[config.mk]
export PLATFORM = sky130hd
export DESIGN_NAME = rdf_check
export DESIGN_NICKNAME = d
export VERILOG_FILES = /design/src/rtl/rdf_pkg.sv /design/src/rtl/rdf_check.sv
export SDC_FILE = /design/constraint.sdc
export NUM_CORES = 1
export LEC_CHECK = 0
export BUFFER_PORTS_ARGS = -buffer_cell sky130_fd_sc_hd__buf_2
export CAP_MARGIN = 20
export CORE_ASPECT_RATIO = 1.4
export CORE_MARGIN = 2
export CORE_UTILIZATION = 32
export DETAILED_ROUTE_END_ITERATION = 7
export PLACE_DENSITY = 0.9
export SLEW_MARGIN = 0
export SYNTH_ARGS = -nofsm -noshare
export SYNTH_HDL_FRONTEND = slang
export SYNTH_SLANG_ARGS = --single-unit
[constraint.sdc]
create_clock -name vclk -period 1.7
set_clock_uncertainty 0.05 [all_clocks]
set_input_delay 0.17 -clock vclk [all_inputs]
set_output_delay 0.17 -clock vclk [all_outputs]
set_load 0.01 [all_outputs]
[src/rtl/rdf_pkg.sv]
package rdf_pkg;

  localparam int STATIONS = 16;
  localparam int QUEUES   = 4;
  localparam int TIDS     = 8;

  localparam int SLOTS   = TIDS + 1;
  localparam int ENTRIES = STATIONS * QUEUES * SLOTS;
  localparam int IDX_W   = (ENTRIES > 1) ? $clog2(ENTRIES) : 1;
  localparam int SLOT_W  = $clog2(SLOTS);

  localparam int SEQ_W = 16;
  localparam int SUB_W = 7;
  localparam int IN_DATA_W  = 56;
  localparam int OUT_DATA_W = 8;

  // Frame control decoding, host order.
  localparam logic [15:0] FC_TYPE_MASK         = 16'h000C;
  localparam logic [15:0] FC_TYPE_CTL          = 16'h0004;
  localparam logic [15:0] FC_TYPE_DATA         = 16'h0008;
  localparam logic [15:0] FC_TYPE_SUBTYPE_MASK = 16'h00FC;
  localparam logic [15:0] FC_NULLFUNC          = 16'h0048;
  localparam logic [15:0] FC_QOS_NULLFUNC      = 16'h00C8;
  localparam logic [15:0] FC_QOS_BIT           = 16'h0080;
  localparam int          FC_RETRY_BIT         = 11;

  localparam logic [SEQ_W-1:0] SEQ_RESET = '1;
  localparam logic [SUB_W-1:0] SUB_RESET = '0;

  typedef enum logic [1:0] {
    KIND_PASS,
    KIND_DROP,
    KIND_CHECK
  } rdf_kind_e;

  typedef enum logic {
    CLR_SWEEP,
    CLR_DONE
  } rdf_clr_state_e;

  typedef struct packed {
    logic        station_valid;
    logic [3:0]  station_index;
    logic [1:0]  queue_index;
    logic [15:0] frame_ctl;
    logic        addr1_multicast;
    logic [15:0] seq_control;
    logic [3:0]  qos_tid;
    logic [6:0]  subframe_index;
    logic        amsdu_flag;
  } rdf_in_t;

  typedef struct packed {
    rdf_kind_e        kind;
    logic [IDX_W-1:0] idx;
    logic [SEQ_W-1:0] seq;
    logic [SUB_W-1:0] sub;
    logic             retry;
  } rdf_desc_t;

  typedef struct packed {
    logic [SEQ_W-1:0] seq;
    logic [SUB_W-1:0] sub;
  } rdf_entry_t;

  typedef struct packed {
    logic             en;
    logic [IDX_W-1:0] idx;
  } rdf_rd_req_t;

  typedef struct packed {
    logic             en;
    logic [IDX_W-1:0] idx;
    rdf_entry_t       entry;
  } rdf_wr_req_t;

endpackage

[src/rtl/rdf_check.sv]
module rdf_check (
  input  rdf_pkg::rdf_desc_t  desc_i,
  input  rdf_pkg::rdf_entry_t entry_i,
  output logic                drop_o,
  output logic                allow_same_pn_o,
  output logic                dup_validated_o,
  output rdf_pkg::rdf_wr_req_t wr_req_o
);
  import rdf_pkg::*;

  logic match;
  logic dup;

  assign match = (entry_i.seq == desc_i.seq);
  assign dup   = desc_i.retry && match && (entry_i.sub >= desc_i.sub);

  always_comb begin
    drop_o          = 1'b0;
    allow_same_pn_o = 1'b0;
    dup_validated_o = 1'b0;
    case (desc_i.kind)
      KIND_PASS: begin
        drop_o = 1'b0;
      end
      KIND_DROP: begin
        drop_o = 1'b1;
      end
      KIND_CHECK: begin
        if (dup) begin
          drop_o = 1'b1;
        end else begin
          allow_same_pn_o = match && (desc_i.sub > entry_i.sub);
          dup_validated_o = 1'b1;
        end
      end
      default: begin
        drop_o = 1'b0;
      end
    endcase
  end

  assign wr_req_o.en        = (desc_i.kind == KIND_CHECK) && !dup;
  assign wr_req_o.idx       = desc_i.idx;
  assign wr_req_o.entry.seq = desc_i.seq;
  assign wr_req_o.entry.sub = desc_i.sub;

endmodule

* After elaboration in Yosys (flattened, before gate mapping)
Index checks and enable logic that the tools add are counted.
** Storage, ports and cells
- Register bits after elaboration :: 0
- Latch bits :: 0
- Memory bits (writable) :: 0
- Bits in read-only memories :: 0
- Output and inout bits :: 37
- Word-level logic and storage cells :: 16
- Memories kept :: 0
** Cells by class
- Add/subtract/negate cells :: 0
- $mul :: 0
- Div/mod/pow operators :: 0
- $lt $le $gt $ge :: 2
- Eq/ne operators :: 3
- Shift operators :: 0
- Muxes and demuxes :: 6
- Bitwise gates (word level) :: 0
- Reductions and logical operators :: 5
** Operator list (number)
- 16-bit == test :: 1
- 7-bit >= comparator :: 1
- 7-bit greater-than comparator :: 1
- 1-bit two-way mux :: 5
- 1-bit logical AND :: 4
- 2-bit by 1-bit == test with 1-bit output (second input constant) :: 1
- 2-bit == test (second input constant) :: 1
- 1-bit case mux with 2 select lines :: 1
- 1-bit zero test :: 1

* Depth between registers and ports, before layout
Gate-level depths: netlist of the first run.
- Depth in word-level cells :: 5
- Mapped depth :: 8

* Worst setup path after synthesis of the first run
OpenSTA, ideal clock, no wires.
- Kind :: in2out
- Start point :: input entry_i[1] in the netlist's numbering
- End point :: output wr_req_o[33] in the netlist's numbering
- Data arrival time :: 1377 ps
- Path slack :: 103 ps
- Stages :: 8
- Path buffers :: 1
- Path through :: inv_1 -> ha_1 -> nor2b_1 -> o211ai_1 -> a21oi_1 -> o22ai_1 -> a31oi_1 -> buf_4
** RTL lines
- start, declared :: line rdf_check.sv:3 : input rdf_pkg::rdf_entry_t entry_i,
- end, declared :: line rdf_check.sv:7 : output rdf_pkg::rdf_wr_req_t wr_req_o

==> flow_metrics.tcl, run 1 <==
set metrics [dict create \
    area_growth_syn_to_layout_pct 29.6 \
    combined_area_of_the_multi_input_logic_cells_um2 409 \
    sequentialPowerShare_pct 0 \
    setup_violations 0 \
    post_cts.repair.setup_buffers 0 \
    num_vias 724 \
    max_capacitance_violation_count 0 \
    initial_core_util_pct 34.2 \
    num_rows 19 \
    detail_route.drc_violations 0 \
    p_int_uw 118 \
    grt_max_degree 4 \
    grtUsageTotal_pct 12.4 \
    drive_gt1_share_pct 61.7 \
    antenna_violations_before_repair 0 \
    post_dp_cell_area_um2 842 \
    power_switching_share_pct 45.8 \
    num-nets-final 203 \
    grt_first_pass_wirelength_mm 2.50 \
    io_pins 96 \
    overall_power_consumption_uw 218 \
    fin_tns_setup_ns 0 \
    num_antenna_cells 0 \
    final_area_um2 876 \
    ff_latch_area_um2 0 \
    rsz0062_at_grt "false" \
    fmax_ghz 0.614 \
    cp_data_required_time_ns 1.48 \
    grt_overflow 0 \
    power.switching_uw 99.8 \
    p_comb_share_pct 100.0 \
    num-clock-buffers 0 \
    cellPowerDensity_mw_per_mm2 249 \
    worst_setup_path_end_kind "output pin" \
    period_minus_slack_ns 1.63 \
    synth_cell_types 16 \
    dieWidth_um 42.8 \
    synth_area_um2 676 \
    synth_area_per_cell_um2 7.51 \
    layout.sequential_cells 0 \
    filler_cell_count 200 \
    slew_violations 0 \
    first_pass_iters 2 \
    number_of_global_route_vias_before_repair 698 \
    timing_worst_setup_path_type "in2out" \
    timing.critical_path.fanout_max 3 \
    final_min_period_over_clock_period_pct 95.9 \
    placed_cells_incl_taps 155 \
    die-area_mm2 0.00250 \
    io_buffer_count 76 \
    ir_drop_uv 94.0 \
    routabilityCongestion 0.728 \
    hold_buffers 0 \
    hold_path.class "in2out" \
    viasPerCell 4.70 \
    timing.critical_path.slowest_cell_delay_ns 0.26 \
    detail_route.wl_per_cell_um 10.9 \
    die_h_um 58.4 \
    route.final.wire_length_mm 1.67 \
    startpoint_type "input pin" \
    timing.critical_path.arrival_ns 1.41 \
    part_of_the_yosys_area_used_for_sequential_elements_pct 0 \
    total_leakage_power_nw 0.514 \
    instances_no_fill 154 \
    drt_first_iter_violations 2 \
    report.final.hold_viol_count 0 \
    worst_path_max_delay_cell "sky130_fd_sc_hd__ha_4" \
    synth_cells 90 \
    crit_path_cell_trace "buf_6 -> ha_4 -> nor2b_4 -> o211ai_1 -> a21oi_1 -> o22ai_2 -> a31oi_1 -> buf_2" \
    yosys_warnings 0 \
    ant_nets 0 \
    postLayoutCoreUtil_pct 44.4 \
    post-dp-hpwl_mm 1.61 \
    syn_nets 158 \
    timing.max_slew.rel_slack_pct 82.8 \
    placeableCoreArea_mm2 0.00197 \
    status "finished, final reports clean" \
    worst_slew_pin_tran_ns 0.256 \
    power_frac_clock_pct 0 \
]
layout by cell type, fill, tap and decap left out, drive strengths merged:
master	instances
and4b	1
xnor2	16
nor2	1
nand4	5
o211ai	1
ha	9
o22ai	1
nor4	1
a21o	1
inv	10
nand2	2
a21oi	3
nor2b	2
nand3	2
a31oi	1
buf	77
what timing repair did:
action / in CTS / in global routing
pin swaps: 0 / 5
resized for setup: 1 / 7
setup endpoints to repair: 1 / 4
final timing paths:
check	from	slack [ns]	cells past startpoint	to
setup / recovery	desc_i[2]	0.07	8	wr_req_o[33]
hold / removal	desc_i[26]	0.29	0	wr_req_o[25]
cells in the mapped netlist:
cell / count / share of area (%)
sky130_fd_sc_hd__nand3_1: 2 / 1.5
sky130_fd_sc_hd__a21o_1: 1 / 1.1
sky130_fd_sc_hd__buf_4: 34 / 38
sky130_fd_sc_hd__nor2_1: 1 / 0.56
sky130_fd_sc_hd__inv_1: 10 / 5.6
sky130_fd_sc_hd__and4b_1: 1 / 1.5
sky130_fd_sc_hd__nand2_1: 2 / 1.1
sky130_fd_sc_hd__a21oi_1: 3 / 2.2
sky130_fd_sc_hd__xnor2_1: 16 / 21
sky130_fd_sc_hd__nand4_1: 5 / 4.6
sky130_fd_sc_hd__a31oi_1: 1 / 0.93
sky130_fd_sc_hd__o211ai_1: 1 / 1.1
sky130_fd_sc_hd__o22ai_1: 1 / 0.93
sky130_fd_sc_hd__nor2b_1: 2 / 1.9
sky130_fd_sc_hd__nor4_2: 1 / 1.9
sky130_fd_sc_hd__ha_1: 9 / 17
logic make-up (layout without fill, tap and decap cells):
family	Yosys count	count (layout)	share of synthesized area, %
buffers and inverters	44	87	43.3
XOR/XNOR	16	16	20.7
AND/OR/NAND/NOR	14	14	13.0
adder cells (fa/ha/maj)	9	9	16.7
AO/OA/AOI/OAI	7	7	6.30
final cells by class:
cell class / instances / area share (%)
inverter: 10 / 4.57
tap: 21 / 3.00
timing repair buffer: 77 / 45.7
multi-input combinational: 46 / 46.7
stage by stage:
step / setup slack [ns] / hold slack [ns]
5_1_grt: 0.00456 / 0.290
2_1_floorplan: 0.103 / 0.382
3_5_place_dp: -0.0212 / 0.290
3_3_place_gp: 0.0143 / 0.290
6_report: 0.0705 / 0.290
4_1_cts: 0.0177 / 0.290
critical path: cells and delay by family:
family | cells | cell delay, ns
adders and majority gates | 1 | 0.26
buffers and inverters | 2 | 0.27
and+or+nand+nor | 1 | 0.12
AOI/OAI and AO/OA | 4 | 0.60
routing by layer:
layer	global-route usage, %	part of all wire (%)
met5	0	0
met4	0.893	0.48
met3	1.84	15
met2	27.9	53
met1	11.4	32
power groups by stage:
stage / Combinational, mW / Sequential (mW) / Clock, mW
floorplan: 0.159 / 0 / 0
global placement: 0.207 / 0 / 0
detailed placement: 0.213 / 0 / 0
CTS: 0.216 / 0 / 0
global route: 0.242 / 0 / 0
finish: 0.218 / 0 / 0
(Power assumes the default switching activity.)
==> inputs of run 2 (changes only) <==
ABC_AREA = 1   (was default)
CORE_UTILIZATION = 35   (was 32)
GPL_ROUTABILITY_DRIVEN = 0   (was default)
PLACE_DENSITY = 0.89   (was 0.9)
==> run 2 against run 1 <==
  * Total power is 2.8% higher
  * Synthesized area increased by 21%
  * Utilization grew 1.0 points
  * Critical path type unchanged
  * Largest power group unchanged
  * Global-route usage down 1.7 points
  * Synthesized cell count grew 64%
  * Combinational power up 3%
  * Clock-buffer cell count unchanged
  * Via count grew 25%
  * Cell area is 14% higher
  * Largest cell class unchanged
  * Non-clock buffer count shrank 1
  * Routed wire length is 1.6% lower
==> flow_metrics.tcl, run 2 <==
set metrics [dict create \
    status "finished, final reports clean" \
    die-area_mm2 0.00274 \
    placed_cells_incl_taps 212 \
    power.switching_uw 112 \
    p_int_uw 112 \
    worst_slew_pin_tran_ns 0.212 \
    cellPowerDensity_mw_per_mm2 224 \
    setup_violations 0 \
    timing.critical_path.arrival_ns 1.39 \
    ir_drop_uv 114 \
    overall_power_consumption_uw 224 \
    drive_gt1_share_pct 44.2 \
    num-nets-final 260 \
    post-dp-hpwl_mm 1.53 \
    drt_first_iter_violations 7 \
    yosys_warnings 0 \
    synth.most_common_cell "sky130_fd_sc_hd__nand2_1" \
    die_h_um 61.1 \
    grt_first_pass_wirelength_mm 2.36 \
    num_antenna_cells 0 \
    worst_path_max_delay_cell "sky130_fd_sc_hd__ha_1" \
    report.final.hold_viol_count 0 \
    hold_path.class "in2out" \
    number_of_global_route_vias_before_repair 740 \
    worst_setup_path_end_kind "output pin" \
    dieWidth_um 44.8 \
    sequentialPowerShare_pct 0 \
    power_frac_clock_pct 0 \
    yosysTopAreaCell "sky130_fd_sc_hd__buf_4" \
    startpoint_type "input pin" \
    num-clock-buffers 0 \
    whs_path_depth 0 \
    filler_cell_count 250 \
    synth_area_per_cell_um2 5.51 \
    timing.critical_path.fanout_max 3 \
    io_buffer_count 76 \
    rsz0062_at_grt "true" \
    timing.max_slew.rel_slack_pct 85.7 \
    cp_data_required_time_ns 1.48 \
    critPathBufInv 2 \
    area_growth_syn_to_layout_pct 22.5 \
    most_used_cells_in_the_layout_excluding_fill_and_tap_cells "sky130_fd_sc_hd__buf_2 (76), sky130_fd_sc_hd__nand2_1 (45), sky130_fd_sc_hd__inv_1 (36)" \
    synth_area_um2 816 \
    viasPerCell 4.28 \
    initial_core_util_pct 37.0 \
    fin_tns_setup_ns 0 \
    p_comb_share_pct 100.0 \
    number_of_cells_on_the_critical_path 9 \
    placeableCoreArea_mm2 0.00220 \
    final_min_period_over_clock_period_pct 94.5 \
    num_rows 20 \
    post_synth_main_area_contributors "sky130_fd_sc_hd__buf_4 (31%), sky130_fd_sc_hd__nand2_1 (21%), sky130_fd_sc_hd__inv_1 (17%), sky130_fd_sc_hd__ha_1 (14%), sky130_fd_sc_hd__xnor2_1 (6.4%)" \
    power_switching_share_pct 50.1 \
    ff_latch_area_um2 0 \
    part_of_the_yosys_area_used_for_sequential_elements_pct 0 \
    timing_worst_setup_path_type "in2out" \
    route.final.wire_length_mm 1.65 \
    antenna_violations_before_repair 0 \
    synth_common_cells "sky130_fd_sc_hd__nand2_1 (46), sky130_fd_sc_hd__inv_1 (36), sky130_fd_sc_hd__buf_4 (34)" \
    detail_route.drc_violations 0 \
    slew_violations 0 \
    max_capacitance_violation_count 0 \
    pre_cts_ws_ns 0.0593 \
    first_pass_iters 2 \
    critical_path.top_delay_family "simple AND/OR/NAND/NOR gates" \
    detail_route.wl_per_cell_um 7.76 \
    synth_cells 148 \
    setup_ws_ns 0.0940 \
    io_pins 96 \
    ant_nets 0 \
    timing.critical_path.slowest_cell_delay_ns 0.28 \
    fmax_ghz 0.623 \
    syn_nets 216 \
    synthDominantCellAreaShare_pct 31.3 \
    period_minus_slack_ns 1.61 \
    layout.sequential_cells 0 \
    grt_overflow 0 \
    num_vias 907 \
    hold_buffers 0 \
    instances_no_fill 212 \
    total_leakage_power_nw 0.716 \
    crit_path_cell_trace "buf_2 -> ha_1 -> nand2_1 -> nor2_2 -> nand4_1 -> nand2_2 -> nand4_1 -> a21oi_2 -> buf_2" \
    layout_commonest_cell "sky130_fd_sc_hd__buf_2" \
    synth_cell_types 14 \
    grt_max_degree 4 \
    grtUsageTotal_pct 10.8 \
]
## run 2: cell count changes after synthesis, sizes merged, moves of 3 or more
cell / change
xnor2: -10
nor2: +6
nand4: -3
inv: +26
nand2: +45
## run 2: final cells by class
| type | instances | area (µm²) | share of cell area (%) |
|---|---|---|---|
| multi-input cells | 78 | 457 | 45.7 |
| inverters | 36 | 135 | 13.5 |
| well taps | 22 | 27.5 | 2.75 |
| repair buffers | 76 | 380 | 38.0 |
## run 2: repair_timing
action                                  in CTS  in global routing
endpoints found under the setup margin       0                  4
setup buffers                                0                  0
resized for setup                            0                  6
## run 2: logic make-up (layout without fill, tap and decap cells)
logic type                 after synthesis  count (layout)  synth area share (%)
adders and majority gates                9               9                  13.8
and+or+nand+nor                         57              57                  27.8
AOI/OAI and AO/OA                        6               6                  4.14
xor gates and xnor gates                 6               6                  6.44
buffers and inverters                   70             112                  47.9
## run 2: worst paths after layout
check | to | slack [ns] | start
setup / recovery | drop_o | 0.09 | desc_i[5]
hold / removal | wr_req_o[23] | 0.29 | desc_i[24]
## run 2: per-layer routing
| layer | up-vias | routed length (µm) | global-route usage (%) |
|---|---|---|---|
| met5 | - | 0 | 0 |
| met1 | 374 | 511 | 7.89 |
| met4 | 0 | 8 | 1.26 |
| met3 | 4 | 202 | 1.17 |
| li1 | 480 | - | - |
| met2 | 49 | 924 | 26.7 |
## run 2: through the flow
stage / util [%] / area (µm²) / hold WS [ns]
6_report: 45.4 / 1000 / 0.290
5_1_grt: 45.4 / 1000 / 0.290
4_1_cts: 44.0 / 968 / 0.290
3_5_place_dp: 44.0 / 968 / 0.290
3_3_place_gp: 44.0 / 968 / 0.290
2_1_floorplan: - / 816 / 0.382
## run 2: power groups by stage
stage          combinational (mW)  sequential, mW  clock (mW)
3_5_place_dp                0.216               0           0
4_1_cts                     0.216               0           0
5_1_grt                     0.259               0           0
2_1_floorplan               0.170               0           0
3_3_place_gp                0.210               0           0
6_report                    0.224               0           0
==> inputs of run 3 (changes only) <==
CORE_MARGIN = default   (was 2)
==> run 3 against run 2 <==
  * Combinational power is essentially flat
  * Clock-buffer cell count is the same
  * Die area shrank 7.6%
  * Setup slack lost 0.020 ns
  * Via count shrank 1.7%
  * Utilization grew 0.23 points
  * Fmax shrank 1.2%
  * Routed wire length shrank 6.6%
  * Global-route usage grew 0.52 points
==> flow_metrics.tcl, run 3 (same netlist as run 2, synthesis figures left out) <==
set metrics [dict create \
    grt_overflow 0 \
    pre_cts_ws_ns 0.0450 \
    detail_route.drc_violations 0 \
    io_buffer_count 76 \
    overall_power_consumption_uw 222 \
    timing.critical_path.arrival_ns 1.41 \
    final_min_period_over_clock_period_pct 95.6 \
    layout.sequential_cells 0 \
    timing.max_slew.rel_slack_pct 81.1 \
    io_pins 96 \
    num_rows 20 \
    slew_violations 0 \
    route.final.wire_length_mm 1.54 \
    num-nets-final 260 \
    timing_worst_setup_path_type "in2out" \
    viasPerCell 4.21 \
    drive_gt1_share_pct 43.7 \
    cp_data_required_time_ns 1.48 \
    postLayoutCoreUtil_pct 45.6 \
    filler_cell_count 233 \
    num_antenna_cells 0 \
    dieWidth_um 42.8 \
    period_minus_slack_ns 1.63 \
    cellPowerDensity_mw_per_mm2 224 \
    grtUsageTotal_pct 11.3 \
    die_h_um 59.1 \
    worst_slew_pin_tran_ns 0.281 \
    grt_max_degree 4 \
    num-clock-buffers 0 \
    first_pass_iters 4 \
    ir_drop_uv 88.7 \
    most_used_cells_in_the_layout_excluding_fill_and_tap_cells "sky130_fd_sc_hd__buf_2 (76), sky130_fd_sc_hd__nand2_1 (45), sky130_fd_sc_hd__inv_1 (36)" \
    die-area_mm2 0.00253 \
    antenna_violations_before_repair 0 \
    detail_route.wl_per_cell_um 7.25 \
    worstHoldEndpoint "wr_req_o[25]" \
    grt_first_pass_wirelength_mm 2.36 \
    rsz0062_at_grt "true" \
    placeableCoreArea_mm2 0.00218 \
    ant_nets 0 \
    drt_first_iter_violations 2 \
    status "finished, final reports clean" \
    layout_commonest_cell "sky130_fd_sc_hd__buf_2" \
    hold_start "desc_i[26]" \
    worst_setup_path_end_kind "output pin" \
    startpoint_type "input pin" \
    number_of_global_route_vias_before_repair 695 \
    ff_latch_area_um2 0 \
    report.final.hold_viol_count 0 \
    setup_violations 0 \
    initial_core_util_pct 37.5 \
    setup_ws_ns 0.0741 \
    area_growth_syn_to_layout_pct 21.8 \
    hold_path.class "in2out" \
    max_capacitance_violation_count 0 \
    timing.critical_path.fanout_max 3 \
    fmax_ghz 0.615 \
    post-dp-hpwl_mm 1.45 \
    whs_path_depth 0 \
    num_vias 892 \
    total_leakage_power_nw 0.716 \
]
==> run 3: cell counts in the layout (fill, tap and decap cells not counted) <==
Identical to the previous run, type by type.
==> run 3: worst max-delay path by stage <==
| stage | start | end | slack [ns] | cells past startpoint |
|---|---|---|---|---|
| 2_1_floorplan | entry_i[6] | wr_req_o[33] | 0.18 | 9 |
| 3_3_place_gp | desc_i[7] | drop_o | 0.06 | 9 |
| 3_5_place_dp | desc_i[7] | drop_o | 0.04 | 9 |
| 4_1_cts | desc_i[7] | drop_o | 0.04 | 9 |
| 5_1_grt | desc_i[7] | allow_same_pn_o | -0.07 | 9 |
| 6_report | desc_i[7] | dup_validated_o | 0.07 | 9 |
==> run 3: critical path, stage by stage <==
cell and delay, ns:
sky130_fd_sc_hd__buf_2 0.10, sky130_fd_sc_hd__ha_1 0.29, sky130_fd_sc_hd__nand2_1 0.07, sky130_fd_sc_hd__nor2_1 0.14
sky130_fd_sc_hd__nand2_1 0.07, sky130_fd_sc_hd__nand2_1 0.07, sky130_fd_sc_hd__nand2_2 0.06, sky130_fd_sc_hd__a31oi_1 0.25
sky130_fd_sc_hd__buf_2 0.19
==> run 3: what timing repair did <==
action | 4_1_cts | 5_1_grt
hold buffers | 0 | 0
setup endpoints to repair | 0 | 4
buffers inserted | 0 | 0
resized for setup | 0 | 5
==> run 3: area by class of cell <==
type | instances | area, µm² | area share, %
multi-input cells | 78 | 450 | 45.3
repair buffers | 76 | 380 | 38.3
inverters | 36 | 135 | 13.6
well taps | 22 | 27.5 | 2.77
==> run 3: metal layers <==
layer  track usage (%)  up-vias  share of wire (%)
met1              11.4      354                 38
met4              1.34        0               0.59
met5                 0        -                  0
met3             0.305        2                9.6
met2              24.9       54                 52
li1                  -      482                  -
==> run 3: through the flow <==
step / hold slack [ns] / cells / area [µm²] / setup TNS, ns
6_report: 0.290 / 212 / 993 / 0
5_1_grt: 0.290 / 212 / 993 / -0.225
4_1_cts: 0.290 / 212 / 968 / 0
3_5_place_dp: 0.290 / 212 / 968 / 0
3_3_place_gp: 0.290 / 212 / 968 / 0
2_1_floorplan: 0.382 / 148 / 816 / 0
==> run 3: report_power, final <==
group	switching [mW]	internal, mW
clock	0	0
sequential	0	0
combinational	0.111	0.112
