[config.mk]
export PLATFORM = sky130hd
export DESIGN_NAME = rdf_decode
export DESIGN_NICKNAME = d
export VERILOG_FILES = /design/src/rtl/rdf_pkg.sv /design/src/rtl/rdf_decode.sv
export SDC_FILE = /design/constraint.sdc
export NUM_CORES = 1
export LEC_CHECK = 0
export BUFFER_PORTS_ARGS = -buffer_cell sky130_fd_sc_hd__buf_4
export CAP_MARGIN = 20
export CORE_UTILIZATION = 31
export DETAILED_ROUTE_END_ITERATION = 12
export PLACE_DENSITY_LB_ADDON = 0.3
export SETUP_SLACK_MARGIN = 0.02
export SYNTH_ARGS = -nofsm -noshare
export SYNTH_HDL_FRONTEND = slang
export SYNTH_SLANG_ARGS = --single-unit
export TNS_END_PERCENT = 20
[constraint.sdc]
create_clock -name vclk -period 2.7
set_input_delay 0.405 -clock vclk [all_inputs]
set_output_delay 0.405 -clock vclk [all_outputs]
set_load 0.02 [all_outputs]
[src/rtl/rdf_pkg.sv]
package rdf_pkg;

  localparam int STATIONS = 16;
  localparam int QUEUES   = 4;
  localparam int TIDS     = 8;

  localparam int SLOTS   = TIDS + 1;
  localparam int ENTRIES = STATIONS * QUEUES * SLOTS;
  localparam int IDX_W   = (ENTRIES > 1) ? $clog2(ENTRIES) : 1;
  localparam int SLOT_W  = $clog2(SLOTS);

  localparam int SEQ_W = 16;
  localparam int SUB_W = 7;
  localparam int IN_DATA_W  = 56;
  localparam int OUT_DATA_W = 8;

  // Frame control decoding, host order.
  localparam logic [15:0] FC_TYPE_MASK         = 16'h000C;
  localparam logic [15:0] FC_TYPE_CTL          = 16'h0004;
  localparam logic [15:0] FC_TYPE_DATA         = 16'h0008;
  localparam logic [15:0] FC_TYPE_SUBTYPE_MASK = 16'h00FC;
  localparam logic [15:0] FC_NULLFUNC          = 16'h0048;
  localparam logic [15:0] FC_QOS_NULLFUNC      = 16'h00C8;
  localparam logic [15:0] FC_QOS_BIT           = 16'h0080;
  localparam int          FC_RETRY_BIT         = 11;

  localparam logic [SEQ_W-1:0] SEQ_RESET = '1;
  localparam logic [SUB_W-1:0] SUB_RESET = '0;

  typedef enum logic [1:0] {
    KIND_PASS,
    KIND_DROP,
    KIND_CHECK
  } rdf_kind_e;

  typedef enum logic {
    CLR_SWEEP,
    CLR_DONE
  } rdf_clr_state_e;

  typedef struct packed {
    logic        station_valid;
    logic [3:0]  station_index;
    logic [1:0]  queue_index;
    logic [15:0] frame_ctl;
    logic        addr1_multicast;
    logic [15:0] seq_control;
    logic [3:0]  qos_tid;
    logic [6:0]  subframe_index;
    logic        amsdu_flag;
  } rdf_in_t;

  typedef struct packed {
    rdf_kind_e        kind;
    logic [IDX_W-1:0] idx;
    logic [SEQ_W-1:0] seq;
    logic [SUB_W-1:0] sub;
    logic             retry;
  } rdf_desc_t;

  typedef struct packed {
    logic [SEQ_W-1:0] seq;
    logic [SUB_W-1:0] sub;
  } rdf_entry_t;

  typedef struct packed {
    logic             en;
    logic [IDX_W-1:0] idx;
  } rdf_rd_req_t;

  typedef struct packed {
    logic             en;
    logic [IDX_W-1:0] idx;
    rdf_entry_t       entry;
  } rdf_wr_req_t;

endpackage

[src/rtl/rdf_decode.sv]
module rdf_decode (
  input  rdf_pkg::rdf_in_t   item_i,
  output rdf_pkg::rdf_desc_t desc_o
);
  import rdf_pkg::*;

  logic              in_range;
  logic              exempt;
  logic              qos_data;
  logic              tid_bad;
  logic              sub_bad;
  logic [SLOT_W-1:0] slot;
  logic [15:0]       fc;

  assign fc = item_i.frame_ctl;

  assign in_range = item_i.station_valid &&
                    (32'(item_i.station_index) < 32'(STATIONS)) &&
                    (32'(item_i.queue_index) < 32'(QUEUES));

  assign exempt = ((fc & FC_TYPE_MASK) == FC_TYPE_CTL) ||
                  ((fc & FC_TYPE_SUBTYPE_MASK) == FC_NULLFUNC) ||
                  ((fc & FC_TYPE_SUBTYPE_MASK) == FC_QOS_NULLFUNC) ||
                  item_i.addr1_multicast;

  assign qos_data = ((fc & (FC_TYPE_MASK | FC_QOS_BIT)) == (FC_TYPE_DATA | FC_QOS_BIT));
  assign tid_bad  = qos_data && (32'(item_i.qos_tid) >= 32'(TIDS));
  assign sub_bad  = (item_i.subframe_index != '0) && !item_i.amsdu_flag;

  // Non-QoS frames share the slot just past the TID slots.
  assign slot = qos_data ? SLOT_W'(item_i.qos_tid) : SLOT_W'(TIDS);

  always_comb begin
    if (!in_range || exempt) begin
      desc_o.kind = KIND_PASS;
    end else if (tid_bad || sub_bad) begin
      desc_o.kind = KIND_DROP;
    end else begin
      desc_o.kind = KIND_CHECK;
    end
    desc_o.idx   = (IDX_W'(item_i.station_index) * IDX_W'(QUEUES) +
                    IDX_W'(item_i.queue_index)) * IDX_W'(SLOTS) + IDX_W'(slot);
    desc_o.seq   = item_i.seq_control;
    desc_o.sub   = item_i.subframe_index;
    desc_o.retry = fc[FC_RETRY_BIT];
  end

endmodule

* Word-level counts from Yosys, hierarchy flattened *
Cells that the tools add are included.

cells by class
  equal/unequal tests = 4
  $add $sub $neg = 2
  reduce and logical (&&, ||, !) cells = 10
  $lt $le $gt $ge = 1
  $mul = 1
  muxes and demuxes = 3

operators by type and width
  kind                                                  count
  adder 10 x 4 -> 10 bit                                1
  multiplier 10 x 4 -> 10 bit (second input constant)   1
  adder 6 x 2 -> 7 bit                                  1
  nonzero test 7 bit                                    1
  equality test 6 x 5 -> 1 bit (second input constant)  1
  equality test 6 bit (second input constant)           1
  logical OR 1 bit                                      5
  >= comparator 4 bit (second input constant)           1
  two-way mux 2 bit                                     2
  two-way mux 4 bit                                     1
  equality test 3 bit (second input constant)           1
  equality test 2 x 1 -> 1 bit (second input constant)  1
  logical AND 1 bit                                     2
  logical NOT 1 bit                                     2

storage, ports and cells
  output and inout port bits = 36
  flip-flop bits (word level) = 0
  logic and storage cells = 21
  input port bits = 52

* Longest topological paths before layout *
Gate-level depths: netlist (run 1).

  depth after elaboration = 6
  mapped depth = 10

* Worst setup path before layout (run 1) *
OpenSTA, ideal clock, no wires.

  kind = in2out
  start point = input port item_i[32] (netlist bit)
  end point = output port desc_o[31] (netlist bit)
  path slack = -0.218 ns
  stages = 10
  path buffers = 0
  arrival time = 2.513 ns
  cells stage by stage = nor2b_1 > and3_1 > ha_1 > ha_1 > inv_1 > fa_1 > nor2b_4 > o31a_1 > or4b_1 > nand3_1

RTL lines
  what         line             text
  from (decl)  rdf_decode.sv:2  input rdf_pkg::rdf_in_t item_i,
  to (decl)    rdf_decode.sv:3  output rdf_pkg::rdf_desc_t desc_o

==> results of run 1 <==
==> cells in the mapped netlist, drive strengths merged <==
cell type,number,area share [%]
xnor2,4,4.9
and3,3,2.6
o211ai,2,2.1
o21ai,4,2.8
nand3,1,0.69
ha,17,30
or4b,1,1.4
a31oi,2,1.7
fa,1,2.8
and2,1,0.87
o211a,1,1.4
a21oi,5,3.5
nor2b,5,5.4
nor2,4,2.1
inv,4,2.1
o21a,1,1.0
nand3b,2,2.1
o31a,1,1.2
nor4,1,0.87
mux2i,1,1.4
nand2b,2,1.7
nand2,1,0.52
nor3,2,1.4
or3,1,0.87
buf,24,25
==> path summary, 6_finish.rpt <==
path	from	to	slack [ns]	depth (start not counted)
worst min-delay path	item_i[17]	desc_o[13]	0.81	0
worst max-delay path	item_i[31]	desc_o[31]	-0.17	12
==> through the flow <==
stage / hold slack, ns / cell area (µm²)
4_1_cts: 0.810 / 1100
6_report: 0.810 / 1100
2_1_floorplan: 0.923 / 737
5_1_grt: 0.810 / 1100
3_3_place_gp: 0.810 / 1050
3_5_place_dp: 0.810 / 1050
==> routing by layer <==
metal / track usage (%) / up-vias
met5: 0 / -
met4: 0.476 / 0
met3: 1.52 / 2
met2: 24.4 / 37
met1: 14.7 / 314
li1: - / 374
==> cell type report <==
class	count	area (µm²)
repair buffers	61	477
inverters	4	15.0
multi-input cells	63	577
fillers	222	1090
well taps	28	35.0
==> kinds of logic after synthesis <==
| logic type | share of synthesized area [%] |
|---|---|
| AOI/OAI and AO/OA | 13.7 |
| buffers and inverters | 27.1 |
| and+or+nand+nor | 20.5 |
| muxes | 1.39 |
| xor gates and xnor gates | 4.87 |
| adders and majority gates | 32.3 |
==> power by group through the flow <==
stage / clock network (mW) / logic [mW] / registers, mW
2_1_floorplan: 0 / 0.181 / 0
3_3_place_gp: 0 / 0.255 / 0
3_5_place_dp: 0 / 0.258 / 0
4_1_cts: 0 / 0.268 / 0
5_1_grt: 0 / 0.296 / 0
6_report: 0 / 0.271 / 0
==> repair_timing <==
action                                  CTS  global route
resized for setup                         8             2
endpoints found under the setup margin    6             6
gates cloned                              0             0
pin swaps                                 7             0
==> key figures, run 1 <==
Status
  • Outcome: complete, but fails checks
  • Failing checks: setup timing

GRT
  • Maximum number of pins on one net before global-route repair: 7
  • First-pass GRT wire length: 2570 µm
  • Overall routing resource usage: 12.4%
  • Number of antenna violations at the first check in global routing: 0
  • Residual overflow from global routing: 0
  • Number of global-route vias before repair: 656

Setup path
  • CP startpoint kind: input pin
  • Biggest cell delay along the critical path: 0.49 ns
  • Nature of the critical path endpoint: output port
  • Slowest CP cell: or4b_4
  • Largest driver fanout on the critical path: 5
  • Cell chain of the critical path: buf_6 > nor2b_4 > and3_4 > ha_4 > ha_4 > inv_2 > fa_2 > nor2b_4 > o31a_1 > or4b_4 > nand3_2 > buf_6
  • Buf+Inv Stages, Crit Path: 3
  • Critical Setup Path Class: in2out
  • Family of cells with the greatest summed delay on the critical path: simple AND/OR/NAND/NOR gates
  • Req. time, crit path: 2.30 ns
  • Endpoint arrival time on the critical path: 2.46 ns

Clocking
  • Post-CTS setup-driven buffer insertion count: 0
  • Post-CTS Hold Fix Bufs: 0

Finish
  • Number of sequential cells: 0
  • Count of placed standard cells in the final layout, fillers left out: 156
  • Total of clock buffers placed in the layout: 0
  • Final core occ: 50.4%
  • Fraction of layout cells with a size suffix above 1: 55.5%
  • Storage cell area: 0 µm²
  • Inserted Diodes: 0
  • Total number of nets in the final design: 200
  • Leading cell types in the layout, fill and taps excluded: buf_4, ha_1, buf_6
  • Most common cell after layout, fill and taps aside: buf_4
  • Area growth from synthesis to final layout: 53.4%

Route
  • Detailed-route via count: 727
  • Met3 Wirelength: 169 µm
  • Number of search-and-repair iterations in the first detailed-routing pass: 1
  • DRC marker count from the first detailed-route iteration: 0
  • Avg Vias per Cell: 4.66
  • Post-DRT Antenna Nets: 0
  • Drt drc: 0
  • Overall routed net length: 1620 µm
  • Post-DR wirelength/cell: 10.4 µm
  • Met1 WL: 672 µm
  • Top metal layer carrying routed signals: met4
  • Detailed route wirelength on metal2: 771 µm

Yosys
  • Count of yosys warnings during synthesis: 0
  • Synth Net Count: 161
  • Synthesized netlist cell count: 91
  • Synth Cell Area: 719 µm²
  • Proportion of synthesized chip area in sequential cells: 0%
  • Post-synthesis cell type count: 26
  • Mean area per synthesized cell: 7.91 µm²

Power
  • Internal power: 0.147 mW
  • IR drop worst, VDD: 189 µV
  • Pwr per Cell Area: 245 nW/µm²
  • Clock Power Share: 0%
  • Total power of the final layout: 0.271 mW
  • P_sw: 0.123 mW
  • Fraction of power consumed by sequential logic: 0%
  • Combinational group share of total power: 100.0%
  • Leakage: 0.586 nW
  • Switching share of power: 45.6%

Place
  • Setup slack at placement: -0.345 ns
  • Post-DP HPWL: 1460 µm
  • Cell count after placement: 156
  • Gp weighted congestion: 0.738
  • # port buffers: 45

Timing
  • Final Hold Viols: 0
  • Share of the cycle needed by the critical path after routing: 106%
  • Highest clock frequency the design can meet: 0.349 GHz
  • Max-slew headroom at the worst pin: 81.1%
  • Minimum clock period: 2.87 ns
  • Fin worst setup slack: -0.168 ns
  • Tightest Pin Transition: 0.283 ns
  • Final setup violation count: 4
  • Final-layout setup total negative slack: -0.335 ns
  • Final number of max-transition violations: 0
  • RSZ-0062 raised after global routing: yes

Die
  • Area of the core: 2190 µm²
  • Full die area: 2520 µm²
  • Number of top-level pins: 88
  • Initial Util: 32.8%
  • Overall die height: 50.2 µm
  • Cell Rows: 17
  • Die span in x: 50.2 µm

Min path
  • Class of the tightest hold or removal check: in2out

Flow run
  • Max Cap Viol: 0
(Power assumes the default switching activity.)
==> run 2: changes to the inputs <==
--- a/config.mk
+++ b/config.mk
@@ -5,11 +5,13 @@
 export SDC_FILE = /design/constraint.sdc
 export NUM_CORES = 1
 export LEC_CHECK = 0
+export ABC_AREA = 1
 export BUFFER_PORTS_ARGS = -buffer_cell sky130_fd_sc_hd__buf_4
 export CAP_MARGIN = 20
-export CORE_UTILIZATION = 31
+export CORE_UTILIZATION = 33
 export DETAILED_ROUTE_END_ITERATION = 12
-export PLACE_DENSITY_LB_ADDON = 0.3
+export GPL_ROUTABILITY_DRIVEN = 0
+export PLACE_DENSITY_LB_ADDON = 0.08
 export SETUP_SLACK_MARGIN = 0.02
 export SYNTH_ARGS = -nofsm -noshare
 export SYNTH_HDL_FRONTEND = slang
==> key figures, run 2 <==
Route
  • Overall routed net length: 1800 µm (+11%)
  • Post-DRT Antenna Nets: 0 (unchanged)
  • Detailed-route via count: 809 (+11%)
  • Drt drc: 0 (unchanged)
  • DRC marker count from the first detailed-route iteration: 6 (+6)
  • Avg Vias per Cell: 4.40 (-5.7%)
  • Number of search-and-repair iterations in the first detailed-routing pass: 3 (+2)
  • Post-DR wirelength/cell: 9.77 µm (-6.1%)

Yosys
  • Share of the synthesized area in the top cell type: 26.7% (-2.9 points)
  • Compound-gate portion of the synthesized area: 3.14% (-11 points)
  • Synth Cell Area: 797 µm² (+11%)
  • Top post-synthesis cells by area: ha_1, buf_4, nand2_1
  • Dominant combinational cell family by area after synthesis: buffers and inverters
  • Mean area per synthesized cell: 6.08 µm² (-23%)
  • Synthesized netlist cell count: 131 (+44%)
  • Simple-Gate Fraction of Synth Area: 31.4% (+11 points)
  • Adder-cell area share of the yosys netlist: 29.2% (-3.1 points)
  • Xor and xnor area share after synthesis: 3.30% (-1.6 points)
  • Area leader, netlist: ha_1
  • Mux contribution to synthesized area: 0% (-1.4 points)
  • Proportion of synthesized chip area in sequential cells: 0% (unchanged)
  • Post-synthesis cell type count: 16 (-38%)
  • Count of yosys warnings during synthesis: 0 (unchanged)
  • Synth Net Count: 201 (+25%)
  • Most common cell in the synthesized netlist: nand2_1
  • Most common library cells after synthesis: nand2_1, buf_4, inv_1

Finish
  • Inserted Diodes: 0 (unchanged)
  • Final core occ: 49.6% (-0.76 points)
  • Final cell area excluding filler cells: 1120 µm² (+1.4%)
  • Leading cell types in the layout, fill and taps excluded: buf_4, nand2_1, inv_1
  • Fraction of layout cells with a size suffix above 1: 44.2% (-11 points)
  • Total of clock buffers placed in the layout: 0 (unchanged)
  • Number of sequential cells: 0 (unchanged)
  • Count of placed standard cells in the final layout, fillers left out: 184 (+18%)
  • Total number of nets in the final design: 228 (+14%)
  • Storage cell area: 0 µm² (unchanged)
  • Most common cell after layout, fill and taps aside: buf_4
  • Area growth from synthesis to final layout: 40.3%

GRT
  • Maximum number of pins on one net before global-route repair: 6 (-1)
  • Residual overflow from global routing: 0 (unchanged)
  • Number of global-route vias before repair: 840 (+28%)
  • Number of antenna violations at the first check in global routing: 0 (unchanged)
  • Overall routing resource usage: 15.0% (+2.6 points)
  • First-pass GRT wire length: 3210 µm (+25%)

Timing
  • Max-slew headroom at the worst pin: 84.9% (+3.7 points)
  • RSZ-0062 raised after global routing: yes
  • Final setup violation count: 0 (-4)
  • Final number of max-transition violations: 0 (unchanged)
  • Highest clock frequency the design can meet: 0.388 GHz (+11%)
  • Minimum clock period: 2.58 ns (-0.292 ns)
  • Share of the cycle needed by the critical path after routing: 95.4% (-11 points)
  • Tightest Pin Transition: 0.225 ns (-0.0583 ns)
  • Final Hold Viols: 0 (unchanged)

Min path
  • Class of the tightest hold or removal check: in2out
  • Cell count of the worst hold path: 0 (unchanged)
  • Worst hold start: item_i[19]
  • WHS Endpoint: desc_o[15]

Die
  • Full die area: 2620 µm² (+3.9%)
  • Number of top-level pins: 88 (unchanged)
  • Cell Rows: 17 (unchanged)
  • Overall die height: 51.1 µm (+1.9%)
  • Initial Util: 35.3% (+2.5 points)
  • Area of the core: 2250 µm² (+2.9%)
  • Die span in x: 51.1 µm (+1.9%)

Setup path
  • Req. time, crit path: 2.30 ns (about the same)
  • Critical Setup Path Class: in2out
  • Endpoint arrival time on the critical path: 2.17 ns (-0.29 ns)
  • Largest driver fanout on the critical path: 4 (-1)
  • CP startpoint kind: input pin
  • Nature of the critical path endpoint: output port

Status
  • Outcome: completed

Place
  • Placed Area: 1010 µm² (-3.6%)
  • # port buffers: 45 (unchanged)
  • Post-DP HPWL: 1530 µm (+4.7%)
  • Cell count after placement: 183 (+17%)

Power
  • Pwr per Cell Area: 236 nW/µm² (-3.9%)
  • Leakage: 0.653 nW (+11%)
  • IR drop worst, VDD: 114 µV (-40%)

Flow run
  • Max Cap Viol: 0 (unchanged)
run 2: cell types whose count changed in the layout (fill, tap and decap cells not counted), moves of 3 or more:
cell     previous run  this run
nor2_2              0         3
buf_4              56        47
nor2b_1             3         0
o21ai_0             4         1
ha_1               15        12
buf_6               5         2
nand3_1             0         5
inv_1               3        18
nand2_1             1        31
nor2_1              4        11
run 2: final cells by class:
cell class / count / area (µm²)
well taps: 28 / 35.0
inverters: 22 / 85.1
multi-input cells: 85 / 623
repair buffers: 49 / 375
fillers: 236 / 1140
run 2: worst max-delay path by stage:
stage	endpoint	depth (start not counted)	start
floorplan	desc_o[29]	11	item_i[32]
global placement	desc_o[32]	13	item_i[32]
detailed placement	desc_o[32]	13	item_i[32]
CTS	desc_o[29]	14	item_i[32]
global route	desc_o[29]	13	item_i[31]
finish	desc_o[30]	12	item_i[31]
run 2: layer usage:
layer / wire length (µm) / vias to the layer above / global-route usage [%]
li1: - / 432 / -
met1: 710 / 332 / 17.2
met2: 884 / 31 / 28.3
met3: 150 / 14 / 0.595
met4: 52 / 0 / 6.48
met5: 0 / - / 0
run 2: worst max-delay path: stages:
cell      delay, ns
buf_6          0.10
nor3b_4        0.20
inv_2          0.09
or2_4          0.26
ha_4           0.27
ha_4           0.19
or2_4          0.24
nand3b_1       0.10
nand2_1        0.06
nand2_1        0.05
nand2_1        0.04
buf_4          0.15
run 2: kinds of logic (layout without fill, tap and decap cells):
group,Yosys count,after routing
AND/OR/NAND/NOR,59,59
buffers and inverters,46,71
adder cells (fa/ha/maj),18,18
AO/OA/AOI/OAI,5,5
XOR/XNOR,3,3
run 2: power breakdown:
group / leakage, nW / total, mW / switching [mW] / internal (mW)
Clock: 0 / 0 / 0 / 0
Sequential: 0 / 0 / 0 / 0
Combinational: 0.653 / 0.264 / 0.135 / 0.129
run 2: per-stage QoR:
step	TNS, ns	power, mW	setup slack, ns	hold slack (ns)
after detailed placement	-0.0957	0.238	-0.0425	0.810
final	0	0.264	0.124	0.810
after floorplan	0	0.181	0.183	0.923
after global routing	0	0.295	0.000192	0.810
after CTS	0	0.246	0.0125	0.810
after global placement	-0.100	0.237	-0.0597	0.810
run 2: what timing repair did:
action                     in CTS  in global routing
hold buffers                    0                  0
resized for setup               3                 20
buffers inserted                0                  1
pin swaps                       4                 12
setup endpoints to repair       4                  6
==> run 3: changes to the inputs <==
--- a/config.mk
+++ b/config.mk
@@ -8,7 +8,9 @@
 export ABC_AREA = 1
 export BUFFER_PORTS_ARGS = -buffer_cell sky130_fd_sc_hd__buf_4
 export CAP_MARGIN = 20
-export CORE_UTILIZATION = 33
+export CELL_PAD_IN_SITES_DETAIL_PLACEMENT = 1
+export CELL_PAD_IN_SITES_GLOBAL_PLACEMENT = 2
+export CORE_UTILIZATION = 14
 export DETAILED_ROUTE_END_ITERATION = 12
 export GPL_ROUTABILITY_DRIVEN = 0
 export PLACE_DENSITY_LB_ADDON = 0.08
==> key figures, run 3 (synthesized netlist as in run 2, its figures left out) <==
Status
  • Outcome: completed

Min path
  • Cell count of the worst hold path: 0 (unchanged)
  • Worst hold start: item_i[40]
  • Class of the tightest hold or removal check: in2out
  • WHS Endpoint: desc_o[0]

Setup path
  • Most Frequent Cell on Critical Path: nand2_1
  • Nature of the critical path endpoint: output port
  • Total stage count of the critical path: 12 (unchanged)
  • Biggest cell delay along the critical path: 0.27 ns (about the same)
  • Family of cells with the greatest summed delay on the critical path: simple AND/OR/NAND/NOR gates
  • CP startpoint kind: input pin
  • Buf+Inv Stages, Crit Path: 3 (unchanged)
  • Slowest CP cell: ha_4
  • Endpoint arrival time on the critical path: 2.19 ns (+0.02 ns)
  • Critical Setup Path Class: in2out
  • Cell chain of the critical path: buf_8 > nor3b_4 > inv_2 > or2_4 > ha_4 > ha_4 > or2_4 > nand3b_1 > nand2_1 > nand2_1 > nand2_1 > buf_6
  • Largest driver fanout on the critical path: 4 (unchanged)
  • Req. time, crit path: 2.30 ns (about the same)

Finish
  • Most common cell after layout, fill and taps aside: buf_4
  • Total number of nets in the final design: 236 (+3.5%)
  • Number of sequential cells: 0 (unchanged)
  • Final core occ: 22.8% (-27 points)
  • Fraction of layout cells with a size suffix above 1: 47.0% (+2.7 points)
  • Total of clock buffers placed in the layout: 0 (unchanged)
  • Inserted Diodes: 0 (unchanged)
  • Number of filler instances in the final layout: 682 (+190%)
  • Leading cell types in the layout, fill and taps excluded: buf_4, nand2_1, inv_1
  • Count of placed standard cells in the final layout, fillers left out: 236 (+28%)
  • Area growth from synthesis to final layout: 57.5%
  • Multi-input logic area: 629 µm² (+1.0%)
  • Storage cell area: 0 µm² (unchanged)

GRT
  • Maximum number of pins on one net before global-route repair: 6 (unchanged)
  • Residual overflow from global routing: 0 (unchanged)
  • First-pass GRT wire length: 3910 µm (+22%)
  • Number of global-route vias before repair: 926 (+10%)
  • Overall routing resource usage: 7.73% (-7.3 points)
  • Number of antenna violations at the first check in global routing: 0 (unchanged)

Power
  • Fraction of power consumed by sequential logic: 0% (unchanged)
  • Leakage: 0.709 nW (+8.6%)
  • Switching share of power: 50.5% (-0.62 points)
  • IR drop worst, VDD: 63.8 µV (-44%)
  • P_sw: 0.142 mW (+5.7%)
  • Pwr per Cell Area: 225 nW/µm² (-4.6%)
  • Clock Power Share: 0% (unchanged)
  • Total power of the final layout: 0.282 mW (+7.0%)
  • Internal power: 0.140 mW (+8.4%)
  • Combinational group share of total power: 100.0% (about the same)

Route
  • Avg Vias per Cell: 3.70 (-16%)
  • Post-DRT Antenna Nets: 0 (unchanged)
  • DRC marker count from the first detailed-route iteration: 16 (+10)
  • Overall routed net length: 2310 µm (+29%)
  • Drt drc: 0 (unchanged)
  • Post-DR wirelength/cell: 9.81 µm (+0.40%)
  • Detailed-route via count: 873 (+7.9%)
  • Number of search-and-repair iterations in the first detailed-routing pass: 4 (+1)

Place
  • # port buffers: 45 (unchanged)
  • Cell count after placement: 230 (+26%)
  • Post-DP HPWL: 2110 µm (+38%)

Die
  • Cell Rows: 27 (+10)
  • Number of top-level pins: 88 (unchanged)
  • Die span in x: 77.5 µm (+51%)
  • Full die area: 6000 µm² (+130%)
  • Area of the core: 5510 µm² (+140%)
  • Initial Util: 14.5% (-21 points)
  • Overall die height: 77.5 µm (+51%)

Clocking
  • Post-CTS Hold Fix Bufs: 0 (unchanged)

Timing
  • Share of the cycle needed by the critical path after routing: 96.0% (+0.56 points)
  • Final setup violation count: 0 (unchanged)
  • Minimum clock period: 2.59 ns (+0.0151 ns)
  • Final number of max-transition violations: 0 (unchanged)
  • Highest clock frequency the design can meet: 0.386 GHz (-0.58%)
  • Max-slew headroom at the worst pin: 80.1% (-4.8 points)
  • Final Hold Viols: 0 (unchanged)
  • RSZ-0062 raised after global routing: yes
  • Tightest Pin Transition: 0.299 ns (+0.0745 ns)

Flow run
  • Max Cap Viol: 0 (unchanged)
run 3: cell types whose count changed in the layout (fill, tap and decap cells not counted), sizes merged:
cell / delta
buf: +8
run 3: repair_timing:
action | 4_1_cts | 5_1_grt
endpoints found under the setup margin | 4 | 6
buffers inserted | 5 | 1
gates resized for setup | 6 | 21
pin swaps | 2 | 11
run 3: final cells by class:
class,instances,area share (%)
multi-input cells,85,50.1
repair buffers,57,35.9
well taps,72,7.18
inverters,22,6.78
run 3: power by group through the flow:
stage	registers (mW)	logic, mW	clock network, mW
6_report	0	0.282	0
5_1_grt	0	0.315	0
4_1_cts	0	0.263	0
3_5_place_dp	0	0.249	0
3_3_place_gp	0	0.248	0
2_1_floorplan	0	0.181	0
run 3: per-layer routing:
metal  track usage (%)  up-vias  routed length [µm]
met3             0.588        2                  87
met4             0.377        0                   5
met5                 0        -                   0
li1                  -      447                   -
met1              8.90      402                1010
met2              15.8       22                1210
run 3: worst max path at each step:
stage	start	end	slack, ns
after floorplan	item_i[32]	desc_o[29]	0.18
after global placement	item_i[31]	desc_o[30]	-0.13
after detailed placement	item_i[31]	desc_o[30]	-0.12
after CTS	item_i[32]	desc_o[30]	0.02
after global routing	item_i[31]	desc_o[29]	-0.03
final	item_i[31]	desc_o[30]	0.11
run 3: metrics by stage:
stage	hold slack [ns]	area, µm²	worst slack (ns)	TNS (ns)
after detailed placement	0.810	1090	-0.122	-0.306
final	0.810	1250	0.109	0
after CTS	0.810	1160	0.0160	0
after global placement	0.810	1090	-0.126	-0.343
after floorplan	0.923	797	0.183	0
after global routing	0.810	1250	-0.0261	-0.0467
